File: src/hw/rtl/tccw_pkg.sv
// Shared types and constants for the text console writer.
`timescale 1ns / 1ps
package tccw_pkg;

    localparam logic [2:0] ACT_PUT    = 3'd0;
    localparam logic [2:0] ACT_CLEAR  = 3'd1;
    localparam logic [2:0] ACT_SETCUR = 3'd2;
    localparam logic [2:0] ACT_SCROLL = 3'd3;
    localparam logic [2:0] ACT_READ   = 3'd4;

    localparam logic [1:0] CFG_COLUMNS = 2'd0;
    localparam logic [1:0] CFG_ROWS    = 2'd1;
    localparam logic [1:0] CFG_DEF_FG  = 2'd2;
    localparam logic [1:0] CFG_DEF_BG  = 2'd3;

    localparam logic [7:0] CH_NUL   = 8'd0;
    localparam logic [7:0] CH_BS    = 8'd8;
    localparam logic [7:0] CH_TAB   = 8'd9;
    localparam logic [7:0] CH_NL    = 8'd10;
    localparam logic [7:0] CH_SPACE = 8'h20;
    localparam logic [7:0] ATTR_BLANK = 8'h0f;

    localparam int IN_DATA_W  = 40;
    localparam int OUT_DATA_W = 32;

    typedef enum logic [2:0] {
        OP_NOP,
        OP_NL,
        OP_BS,
        OP_CHR,
        OP_CLEAR,
        OP_SETCUR,
        OP_SCROLL,
        OP_READ
    } t_op;

    typedef struct packed {
        t_op         op;
        logic [7:0]  ch;
        logic [7:0]  attr;
        logic        use_cursor;
        logic [10:0] position;
        logic        move;
        logic [7:0]  lines;
    } t_cmd;

    typedef struct packed {
        logic        scrolled;
        logic [7:0]  cell_attr;
        logic [7:0]  cell_char;
        logic [10:0] cursor;
    } t_res;

    typedef enum logic [3:0] {
        ST_INIT,
        ST_IDLE,
        ST_READ,
        ST_CLEAR,
        ST_DIV,
        ST_NL,
        ST_PUT,
        ST_MOVE,
        ST_SCR_SET,
        ST_COPY_RD,
        ST_COPY_WR,
        ST_BLANK,
        ST_DONE
    } t_state;

endpackage

File: src/hw/rtl/tccw_front.sv
// Front end: accepts words, decodes them into commands, two-entry queue.
`timescale 1ns / 1ps
module tccw_front (
    input  logic                             i_clk,
    input  logic                             i_rst_n,
    input  logic                             i_word_valid,
    output logic                             o_word_ready,
    input  logic [tccw_pkg::IN_DATA_W-1:0]   i_word_data,
    input  logic [2:0]                       i_word_kind,
    input  logic [3:0]                       i_def_fg,
    input  logic [3:0]                       i_def_bg,
    output logic                             o_cmd_valid,
    output tccw_pkg::t_cmd                   o_cmd,
    input  logic                             i_cmd_ready
);
    import tccw_pkg::*;

    logic [7:0]  w_code;
    logic [3:0]  w_fg;
    logic [3:0]  w_bg;
    t_cmd        w_cmd;
    logic        w_push;
    logic        w_pop;

    t_cmd        r_q [2];
    logic        r_wp;
    logic        r_rp;
    logic [1:0]  r_cnt;

    assign w_code = i_word_data[7:0];
    assign w_fg   = i_word_data[20] ? i_word_data[24:21] : i_def_fg;
    assign w_bg   = i_word_data[25] ? i_word_data[29:26] : i_def_bg;

    always_comb begin
        w_cmd            = '0;
        w_cmd.ch         = w_code;
        w_cmd.attr       = {w_bg, w_fg};
        w_cmd.use_cursor = i_word_data[8];
        w_cmd.position   = i_word_data[19:9];
        w_cmd.move       = i_word_data[30];
        w_cmd.lines      = i_word_data[38:31];
        case (i_word_kind)
            ACT_PUT: begin
                if (w_code == CH_NUL) begin
                    w_cmd.op = OP_NOP;
                end else if (w_code == CH_NL) begin
                    w_cmd.op = OP_NL;
                end else if (w_code == CH_BS) begin
                    w_cmd.op = OP_BS;
                end else begin
                    w_cmd.op = OP_CHR;
                    // tab is stored as a plain space
                    if (w_code == CH_TAB) w_cmd.ch = CH_SPACE;
                end
            end
            ACT_CLEAR: begin
                w_cmd.op   = OP_CLEAR;
                w_cmd.attr = {w_bg, 4'h0};
            end
            ACT_SETCUR: w_cmd.op = OP_SETCUR;
            ACT_SCROLL: w_cmd.op = OP_SCROLL;
            ACT_READ:   w_cmd.op = OP_READ;
            default:    w_cmd.op = OP_NOP;
        endcase
    end

    assign o_word_ready = (r_cnt != 2'd2);
    assign o_cmd_valid  = (r_cnt != 2'd0);
    assign o_cmd        = r_q[r_rp];
    assign w_push       = i_word_valid && o_word_ready;
    assign w_pop        = o_cmd_valid && i_cmd_ready;

    always_ff @(posedge i_clk) begin
        if (!i_rst_n) begin
            r_wp  <= 1'b0;
            r_rp  <= 1'b0;
            r_cnt <= 2'd0;
        end else begin
            if (w_push) r_wp <= ~r_wp;
            if (w_pop)  r_rp <= ~r_rp;
            case ({w_push, w_pop})
                2'b10:   r_cnt <= r_cnt + 2'd1;
                2'b01:   r_cnt <= r_cnt - 2'd1;
                default: r_cnt <= r_cnt;
            endcase
        end
        if (w_push) r_q[r_wp] <= w_cmd;
    end
endmodule

File: config.mk
export PLATFORM = sky130hd
export DESIGN_NAME = tccw_front
export DESIGN_NICKNAME = d
export VERILOG_FILES = /design/src/hw/rtl/tccw_pkg.sv /design/src/hw/rtl/tccw_front.sv
export SDC_FILE = /design/constraint.sdc
export NUM_CORES = 1
export LEC_CHECK = 0
export ABC_CLOCK_PERIOD_IN_PS = 2950
export BUFFER_PORTS_ARGS = -buffer_cell sky130_fd_sc_hd__buf_2
export CAP_MARGIN = 20
export CORE_UTILIZATION = 35
export CTS_CLUSTER_SIZE = 24
export DETAILED_ROUTE_END_ITERATION = 12
export HOLD_SLACK_MARGIN = 0.05
export PLACE_DENSITY = 0.7
export SYNTH_ARGS = -nofsm -noshare
export SYNTH_HDL_FRONTEND = slang
export SYNTH_SLANG_ARGS = --single-unit
File: constraint.sdc
create_clock -name i_clk -period 2.95 [get_ports i_clk]
set_input_delay 0.59 -clock i_clk [delete_from_list [all_inputs] [get_ports i_clk]]
set_output_delay 0.59 -clock i_clk [all_outputs]
set_load 0.02 [all_outputs]
==> impl_results.md, run 1 <==
* Hold endpoint: r_q[0][3]$_DFFE_PP_
* Switching share of power at between 30% and 40%
* Post-route ant nets at 0
* Clock power frac at between 20% and 30%
* Logic gate share of total power at 30.3%
* Core Util, Final at a little under half
* DR iter-0 viols at between 40 and 50
* Count of buffers from port buffering at 95
* Residual DRC count at 0
* Max Fanout on Critical Path at 26
* NumNets Final at 340
* DR pass1 iterations at 4
* Die Wd at about 100 um
* Dpl hpwl at a little over 4 mm
* Synth area leaders: edfxtp_1, mux2_2, dfxtp_1
* Synthesized area at 0.003362 mm^2
* # hold bufs at CTS at 0
* Total of max-cap violations at 0
* Top cell type's share of synthesized area at 71.46%
* Row count at 35
* Async S/R FF share, synth at 0%
* Largest net degree at the start of global routing at 41
* Final setup fails at 0
* Post-Layout Cell Count at 417
* Reg-to-reg endpoint: r_q[0][5]$_DFFE_PP_
* Num Clock Sinks at 85
* R2r startpoint: r_cnt[0]$_SDFFE_PN0P_
* CTS tree: built
* R2r setup slk at 1.17 ns
* Dpl cells at around 400
* Post-CTS sizing at 0
* Yosys top cell by area: edfxtp_1
* Leakage at around 0.0016 uW
* Final period util at between 70% and 80%
* Hold Path Origin: i_word_data[34]
* Layout cells sized above 1 at 57.29%
* CTS Buf Count at 9
* Vias at between 1500 and 2000
* #FFs+latches synth at 85
* Worst Path Required at 2.36 ns
* Syn Inst Count at ~180
* Crit path kind: flip-flop to output pin
* Most frequent cells in the layout: buf_2, edfxtp_1, mux2_2, clkbuf_8, nor2_1
* First-pass GRT wire length at 9.418 mm
* Clk Latency, worst-skew pair at between 0.3 and 0.4 ns
* WL per Instance at ~15 um
* Starting density of the core at a little over a third
* Setup TNS at 0 ns
* Max Clock Freq at 437.9 MHz
* Antenna violations before repair at 0
* Pre-CTS WS at just under 1 ns
* Grt total ovfl at 0
* Root buf cell: clkbuf_8
* Seq/Total Area, Yosys at between 70 and 80%
* Core ar. at 0.009284 mm^2
* Switching power at between 1000 and 1500 uW
* Crit end category: output pin
* Pint at between 2000 and 2500 uW
* Crit path time final at 2.283 ns
* Vias in the first global route at between 1500 and 2000
* Pins over their slew limit at 0
* CTS max path bufs at 2
* Die area at 0.01000 mm^2
* CTS clk-pin slew, worst paths at 0.08 ns
* I/O Pins at 97
* YS warnings at 0
* Worst hold path class: input port to flip-flop
* Post-synthesis cell type count at 32
* Die height at 100.0 um
* Antenna Diode Count at 0
* # Post-CTS Setup Buffers at 0
* Rel. slew slack at 56.14%
* H-Tree Depth at 3
* Pwr per Cell Area at between 800 and 900 mW/mm^2
* Fin. Hold Viols at 0
* Syn_nets at 240
* Sequential power share at 45.6%
* Crit start category: flip-flop
* Most common cell after layout, fill and taps aside: buf_2
* Gp weighted congestion at between 0.6 and 0.7
* Total track usage at approximately an eighth
* RSZ-0062 raised after global routing: false
* Outcome: finished clean
* Vias per Instance at 4.535
* Actual slew at the worst max-slew pin at about 0.66 ns
* Post-synth EDFFs at 80
* Primary FF master, synth: edfxtp_1
* Hold Path Stages at 1
* Clock skew at just under 0.008 ns
* Worst Reg-to-Reg Cells at 4
* Layout area overhead at 25.08%
* Avg Cell Area, Syn at ~18 um^2
* CP arrival at approximately 1.7 ns
* Maximum vdd drop at 0.5335 mV
* Final WS setup at 0.6666 ns
* Final Routed Wirelength at slightly above 6 mm
[synth_stat cells (2+ instances only)]
library cell and n:
edfxtp_1 80, mux2_2 44, clkbuf_1 6, nor2_1 6
dfxtp_1 5, buf_2 4, mux2i_1 4, xnor2_1 4
inv_1 3, a31oi_1 2, nand2_1 2, nand3b_1 2
nor2b_1 2, or2_2 2
[logic make-up after synthesis]
logic type / Yosys count / share of synthesized area, %
AO/OA/AOI/OAI: 10 / 2.531
multiplexers: 48 / 15.93
flip-flops: 85 / 74.43
XOR/XNOR: 5 / 1.303
buffers and inverters: 13 / 1.600
AND/OR/NAND/NOR: 22 / 3.833
adder cells (fa/ha/maj): 1 / 0.3721
[registers in the layout, indices dropped and copies added (netlist names), named ones only]
register  cells
r_rp          1
r_cnt         2
r_wp          1
r_q          80
[stage by stage]
stage / total power [uW] / hold slack (ns) / cell area [um^2]
after floorplan: 2370 / 0.4787 / 3362
after detailed placement: 2740 / 0.5327 / 4001
final: 3542 / 0.4326 / 4205
after global placement: 2713 / 0.4951 / 4001
after global routing: 3727 / 0.4046 / 4205
after CTS: 3611 / 0.4081 / 4205
[area by class of cell]
type	count	area, um^2
Clock inverter	5	76.32
Clock buffer	10	127.6
Tap cell	129	161.4
Timing Repair Buffer	99	518.0
Inverter	3	11.26
Fill cell	894	5079
Multi-Input combinational cell	86	807.0
Sequential cell	85	2504
[power by group through the flow]
stage / registers (uW) / logic [uW] / clock network, uW
after floorplan: 1600 / 772 / 0
after global placement: 1630 / 1080 / 0
after detailed placement: 1650 / 1090 / 0
after CTS: 1620 / 1100 / 893
after global routing: 1640 / 1160 / 934
final: 1610 / 1070 / 854
[per-layer routing]
metal / vias up / global-route usage, % / wire [um] / part of all wire (%)
li1: 902 / - / - / -
met1: 919 / 14.15 / 2487 / 41
met2: 56 / 21.75 / 3112 / 51
met3: 14 / 4.387 / 379 / 6.2
met4: 0 / 6.355 / 127 / 2.1
met5: - / 0 / 0 / 0
[how the worst max path moves through the flow]
stage | startpoint | endpoint | slack (ns)
after floorplan | r_cnt[0]$_SDFFE_PN0P_ | r_q[1][0]$_DFFE_PP_ | 0.79
after global placement | flip-flop | o_cmd[37] | 0.99
after detailed placement | flip-flop | o_cmd[35] | 0.98
after CTS | flip-flop | o_cmd[35] | 0.59
after global routing | flip-flop | o_cmd[39] | 0.55
final | flip-flop | o_cmd[39] | 0.67
[critical path: stages, from the launching register on]
cell     delay, ns
dfxtp_2       0.58
buf_12        0.24
mux2_2        0.35
buf_2         0.16
(Power assumes the default switching activity.)
==> run 2: changes to the inputs <==
- ABC_AREA: unset -> 1
- ABC_CLOCK_PERIOD_IN_PS: 2950 -> 2000
- PLACE_DENSITY: 0.7 -> 0.71
- clock period: 2.95 -> 2 ns (I/O delays scaled with it)
==> run 2 against run 1 <==
Area after synthesis increased by 3.2%. Cell area increased by 1.5%. Worst setup slack worse by 0.56 ns. First-iteration DRC count rose by 62%. Critical endpoint is now o_cmd[12]. Highest routed layer unchanged.
==> impl_results.md, run 2 <==
* Final Routed Wirelength at ~6.2 mm
* DR pass1 iterations at 4
* Pins over their slew limit at 0
* RSZ-0062 raised after global routing: false
* Final setup fails at 0
* Dpl hpwl at roughly 4.3 mm
* Detail Route met3 WL at ~400 um
* WL met2 at about 3.2 mm
* Largest net degree at the start of global routing at 22
* Largest register FFs at 80
* Rel. slew slack at between 70 and 80%
* #FFs+latches synth at 85
* Async S/R FF share, synth at 0%
* Syn Inst Count at 227
* Outcome: finished clean
* Max Used Layer: met4
* Crit start category: flip-flop
* Final period util at about 95%
* Actual slew at the worst max-slew pin at about 0.35 ns
* Compound-Gate Fraction of Synth Area at around 1.6%
* Top flop regs: r_q x80, r_cnt x2
* Num Clock Sinks at 85
* Antenna Diode Count at 0
* Pwr per Cell Area at 1018 mW/mm^2
* H-Tree Depth at 3
* Vias in the first global route at roughly 2100
* Simple logic cell fraction of the synthesized area at approximately 6%
* Post-synthesis cell type count at 14
* NumNets Final at between 300 and 400
* CP arrival at about 1.5 ns
* Root buf cell: clkbuf_8
* Avg Cell Area, Syn at between 15 and 20 um^2
* Clk Latency, worst-skew pair at 0.35 ns
* Most common cell after layout, fill and taps aside: buf_2
* Synthesized area at around 0.0035 mm^2
* Die Wd at between 100 and 150 um
* Vias per Instance at approximately 4.5
* Count of buffers from port buffering at 95
* Post-synth EDFFs at 80
* First-pass GRT wire length at slightly below 10 mm
* Syn_nets at approximately 280
* Synth Area in Adders at less than 1%
* Final WS setup at between 0.1 and 0.15 ns
* Xor/xnor share of the synthesized area at 0%
* Leakage at 0.001710 uW
* I/O Pins at a little under 100
* Power, Total at between 4000 and 5000 uW
* Worst hold margin at between 0.2 and 0.25 ns
* M1 WL at roughly 2.5 mm
* Crit path kind: flip-flop to output pin
* Pre-CTS WS at 0.4618 ns
* Clock skew at approximately 0.012 ns
* Worst hold path class: input port to flip-flop
* Max Fanout on Critical Path at 21
* CTS max path bufs at 2
* Vias at a little over 2000
* CTS Buf Count at 9
* Total track usage at approximately an eighth
* Post-CTS sizing at 0
* Residual DRC count at 0
* Grt total ovfl at 0
* Row count at 35
* CTS tree: built
* Die height at 101.5 um
* Seq/Total Area, Yosys at around 70%
* DR iter-0 viols at 76
* Most frequent cells in the layout: buf_2, edfxtp_1, mux2_2, nand2_1, inv_1
* Crit path time final at approximately 1.9 ns
* Yosys top cell by area: edfxtp_1
* WL per Instance at between 10 and 15 um
* Top-count cell post-synth: edfxtp_1
* Gp weighted congestion at slightly below 0.8
* Fillers at 872
* # Post-CTS Setup Buffers at 0
* Max Clock Freq at between 500 and 600 MHz
* Mux cell area share after synthesis at between 15 and 20%
* Starting density of the core at between 30% and 40%
* # hold bufs at CTS at 0
* Layout cells sized above 1 at a little over 50%
* Fin. Hold Viols at 0
* Primary FF master, synth: edfxtp_1
* Core ar. at between 0.009 and 0.01 mm^2
* CTS clk-pin slew, worst paths at about 0.08 ns
* Crit end category: output pin
* Antenna violations before repair at 0
* Total of max-cap violations at 0
* Worst Path Required at approximately 1.6 ns
* Reg with most FFs: r_q
* Layout area overhead at 23.09%
* Maximum vdd drop at ~0.32 mV
* YS warnings at 0
* Die area at around 0.010 mm^2
* Synth area leaders: edfxtp_1, mux2_2, dfxtp_1
* Post-route ant nets at 0
* Top cell type's share of synthesized area at between 60% and 70%
* Largest family of logic cells by synthesized area: multiplexers
* Commonest cells in the netlist: edfxtp_1, mux2_2, nand2_1
## run 2: cells by family after synthesis
kind of cell / Yosys count
flip-flops: 85
AND/OR/NAND/NOR: 50
multiplexers: 48
buffers and inverters: 32
AO/OA/AOI/OAI: 11
adder cells (fa/ha/maj): 1
## run 2: metal layers
layer	GRT usage [%]	vias up
met5	0	-
met4	6.466	0
met3	3.589	11
met1	14.44	991
met2	21.93	62
li1	-	1008
## run 2: area by class of cell
class                           count  area (um^2)  area share, %
Multi-Input combinational cell    110        830.8          19.46
Tap cell                          129        161.4          3.781
Clock buffer                        9        123.9          2.902
Clock inverter                      7        42.54         0.9965
Timing Repair Buffer              101        520.5          12.19
Inverter                           23        86.33          2.022
Sequential cell                    85         2504          58.65
## run 2: through the flow
step	std cells	util (%)	TNS (ns)	area, um^2
5_1_grt	464	45.34	0	4269
2_1_floorplan	227	-	-13.01	3473
6_report	464	45.34	0	4269
4_1_cts	464	45.34	0	4269
3_3_place_gp	448	43.57	0	4103
3_5_place_dp	448	43.57	0	4103
## run 2: worst paths after layout
kind                                       startpoint             endpoint  slack (ns)  depth (start not counted)
worst max-delay path                        flip-flop            o_cmd[12]        0.10                          3
worst min-delay path                   i_word_data[9]  r_q[1][9]$_DFFE_PP_        0.24                          1
worst max register to register  r_cnt[0]$_SDFFE_PN0P_  r_q[0][5]$_DFFE_PP_        0.61                          5
worst min register to register      r_rp$_SDFFE_PN0P_            flip-flop        0.52                          2
## run 2: worst max-delay path, cell delays in order, from the launching register on
cell and delay [ns]:
dfxtp_2 0.33, buf_4 0.27, mux2_2 0.38, buf_2 0.16
## run 2: power by group
part	leakage, uW	switching, uW	internal [uW]	total, uW
combinational	0.000827	656	430	1090
sequential	0.000790	46.7	2180	2230
clock	0.0000925	591	444	1030
==> run 3: changes to the inputs <==
- CORE_MARGIN: unset -> 2
==> run 3 against run 2 <==
Routed wire length increased by 1.2%. Combinational power about the same. Core utilization decreased by 0.51 points. Via count increased by 0.87%. Total power increased by 8.4%. Sequential share of layout area decreased by 0.98 points. Worst hold slack improved by 0.0012 ns. Clock skew decreased by 0.0053 ns. Count of clock-buffer cells in the layout increased by 2. Non-clock buffer count unchanged.
==> impl_results.md, run 3 (synthesis gave the netlist of run 2 again) <==
* Outcome: finished clean
* Dpl cells at about 450
* Crit path kind: flip-flop to output pin
* Final Routed Wirelength at about 6.3 mm
* CTS clk-pin slew, worst paths at 0.08 ns
* Layout area overhead at 25.18%
* Met1 usage at 13.61%
* Antenna violations before repair at 0
* Layout cells sized above 1 at between 50 and 60%
* Vias in the first global route at 2125
* Gp weighted congestion at ~0.81
* Critical-path cell list: buf_4, mux2_2, buf_2
* Final WS setup at about 0.12 ns
* Total of max-cap violations at 0
* R2r startpoint: r_cnt[0]$_SDFFE_PN0P_
* Fin. Hold Viols at 0
* Crit start category: flip-flop
* Clk Latency, worst-skew pair at roughly 0.34 ns
* Die Wd at 103.5 um
* Leakage at approximately 0.0017 uW
* Logic gate share of total power at between 20% and 30%
* DR pass1 iterations at 4
* Row count at 36
* Pins over their slew limit at 0
* Actual slew at the worst max-slew pin at ~0.42 ns
* Switching share of power at 27.06%
* Reg with most FFs: r_q
* Largest net degree at the start of global routing at 24
* Crit path max-delay family: buffers and inverters
* Residual DRC count at 0
* CP max-delay cell: mux2_2
* Power, Total at 4715 uW
* Switching power at around 1300 uW
* Grt peak-use layer: met2
* DR iter-0 viols at 49
* Crit end category: output pin
* Max Fanout on Critical Path at 18
* Grt total ovfl at 0
* Antenna Diode Count at 0
* Max Clock Freq at 531.6 MHz
* Die height at around 100 um
* Vias at approximately 2100
* CTS max path bufs at 2
* Worst hold margin at 0.2439 ns
* Top flop regs: r_q x80, r_cnt x2
* Final period util at between 90 and 100%
* Rel. slew slack at just over 70%
* Largest register FFs at 80
* H-Tree Depth at 3
* CTS tree: built
* Clock power frac at between 20 and 30%
* WL per Instance at roughly 13 um
* Slowest stage delay, CP at ~0.38 ns
* Most common cell after layout, fill and taps aside: buf_2
* Clock skew at between 0.006 and 0.007 ns
* Buf/Inv on CP at 2
* Worst hold path class: input port to flip-flop
* Post-route ant nets at 0
* First-pass GRT wire length at 10.03 mm
* Pint at about 3400 uW
* Hold Path Origin: i_word_data[13]
* Total track usage at between 10% and 20%
* Sequential power share at between 40% and 50%
* Worst Path Required at between 1.5 and 2 ns
* RSZ-0062 raised after global routing: false
* Die area at about 0.011 mm^2
* Dpl hpwl at about 4.4 mm
* CP arrival at around 1.5 ns
* GR met2 Demand/Resource at about a fifth
* Grt met3 use at around 2.5%
* NumNets Final at between 300 and 400
* Count of buffers from port buffering at 95
* Maximum vdd drop at around 0.31 mV
* Pre-CTS WS at 0.4339 ns
* Vias per Instance at 4.466
* Most frequent cells in the layout: buf_2, edfxtp_1, mux2_2, nand2_1, inv_1
* # Post-CTS Setup Buffers at 0
* I/O Pins at 97
* Fillers at 916
* Num Clock Sinks at 85
* Root buf cell: clkbuf_8
* Final setup fails at 0
* Post-Layout Cell Count at 468
* Crit path time final at approximately 1.9 ns
* Core ar. at 0.009684 mm^2
* Pwr per Cell Area at around 1100 mW/mm^2
* Starting density of the core at between 30% and 40%
* CTS Buf Count at 9
[run 3: cell count changes in the layout (fill, tap and decap cells not counted), sizes merged]
cell	previous run	this run
clkinv	7	2
bufinv	0	3
clkbuf	9	11
[run 3: what timing repair did]
item,in CTS,in global routing
endpoints found under the setup margin,0,1
gates resized for setup,0,1
hold buffers,0,0
[run 3: final timing paths]
| check | endpoint | slack [ns] | cells after the start |
|---|---|---|---|
| max | o_cmd[21] | 0.12 | 3 |
| min | r_q[0][13]$_DFFE_PP_ | 0.24 | 1 |
| max reg2reg | r_cnt[1]$_SDFFE_PN0P_ | 0.55 | 8 |
| min reg2reg | flip-flop | 0.53 | 2 |
[run 3: final cells by class]
class                           instances  area (um^2)  share of cell area [%]
Inverter                               23        86.33                   1.988
Tap cell                              133        166.4                   3.833
Multi-Input combinational cell        110        830.8                   19.14
Clock buffer                           11        131.4                   3.026
Sequential cell                        85         2504                   57.67
Clock inverter                          5        98.84                   2.277
Timing Repair Buffer                  101        524.3                   12.07
[run 3: metal layers]
layer	up-vias	wire, um	share of wire (%)
met2	62	3227	51
li1	1011	-	-
met3	12	291	4.6
met4	0	167	2.7
met5	-	0	0
met1	1005	2582	41
[run 3: power by group through the flow]
stage                     Combinational (uW)  Clock [uW]  Sequential, uW
after floorplan                          772           0            2260
after global placement                  1090           0            2260
after detailed placement                1110           0            2270
after CTS                               1120        1430            2230
after global routing                    1190        1510            2250
final                                   1100        1390            2230
[run 3: per-stage QoR]
stage	cell area (um^2)	util, %	setup TNS (ns)
floorplan	3473	-	-13.01
global placement	4108	42.42	0
detailed placement	4108	42.42	0
CTS	4338	44.79	0
global route	4342	44.83	0
finish	4342	44.83	0
[run 3: worst register-to-register path: stages, from the launching register on]
cell	delay [ns]
dfxtp_1	0.33
inv_1	0.09
nand2_1	0.09
nand2_2	0.12
ha_1	0.34
inv_1	0.06
nand3_1	0.10
nor2_1	0.14
nor2_1	0.07
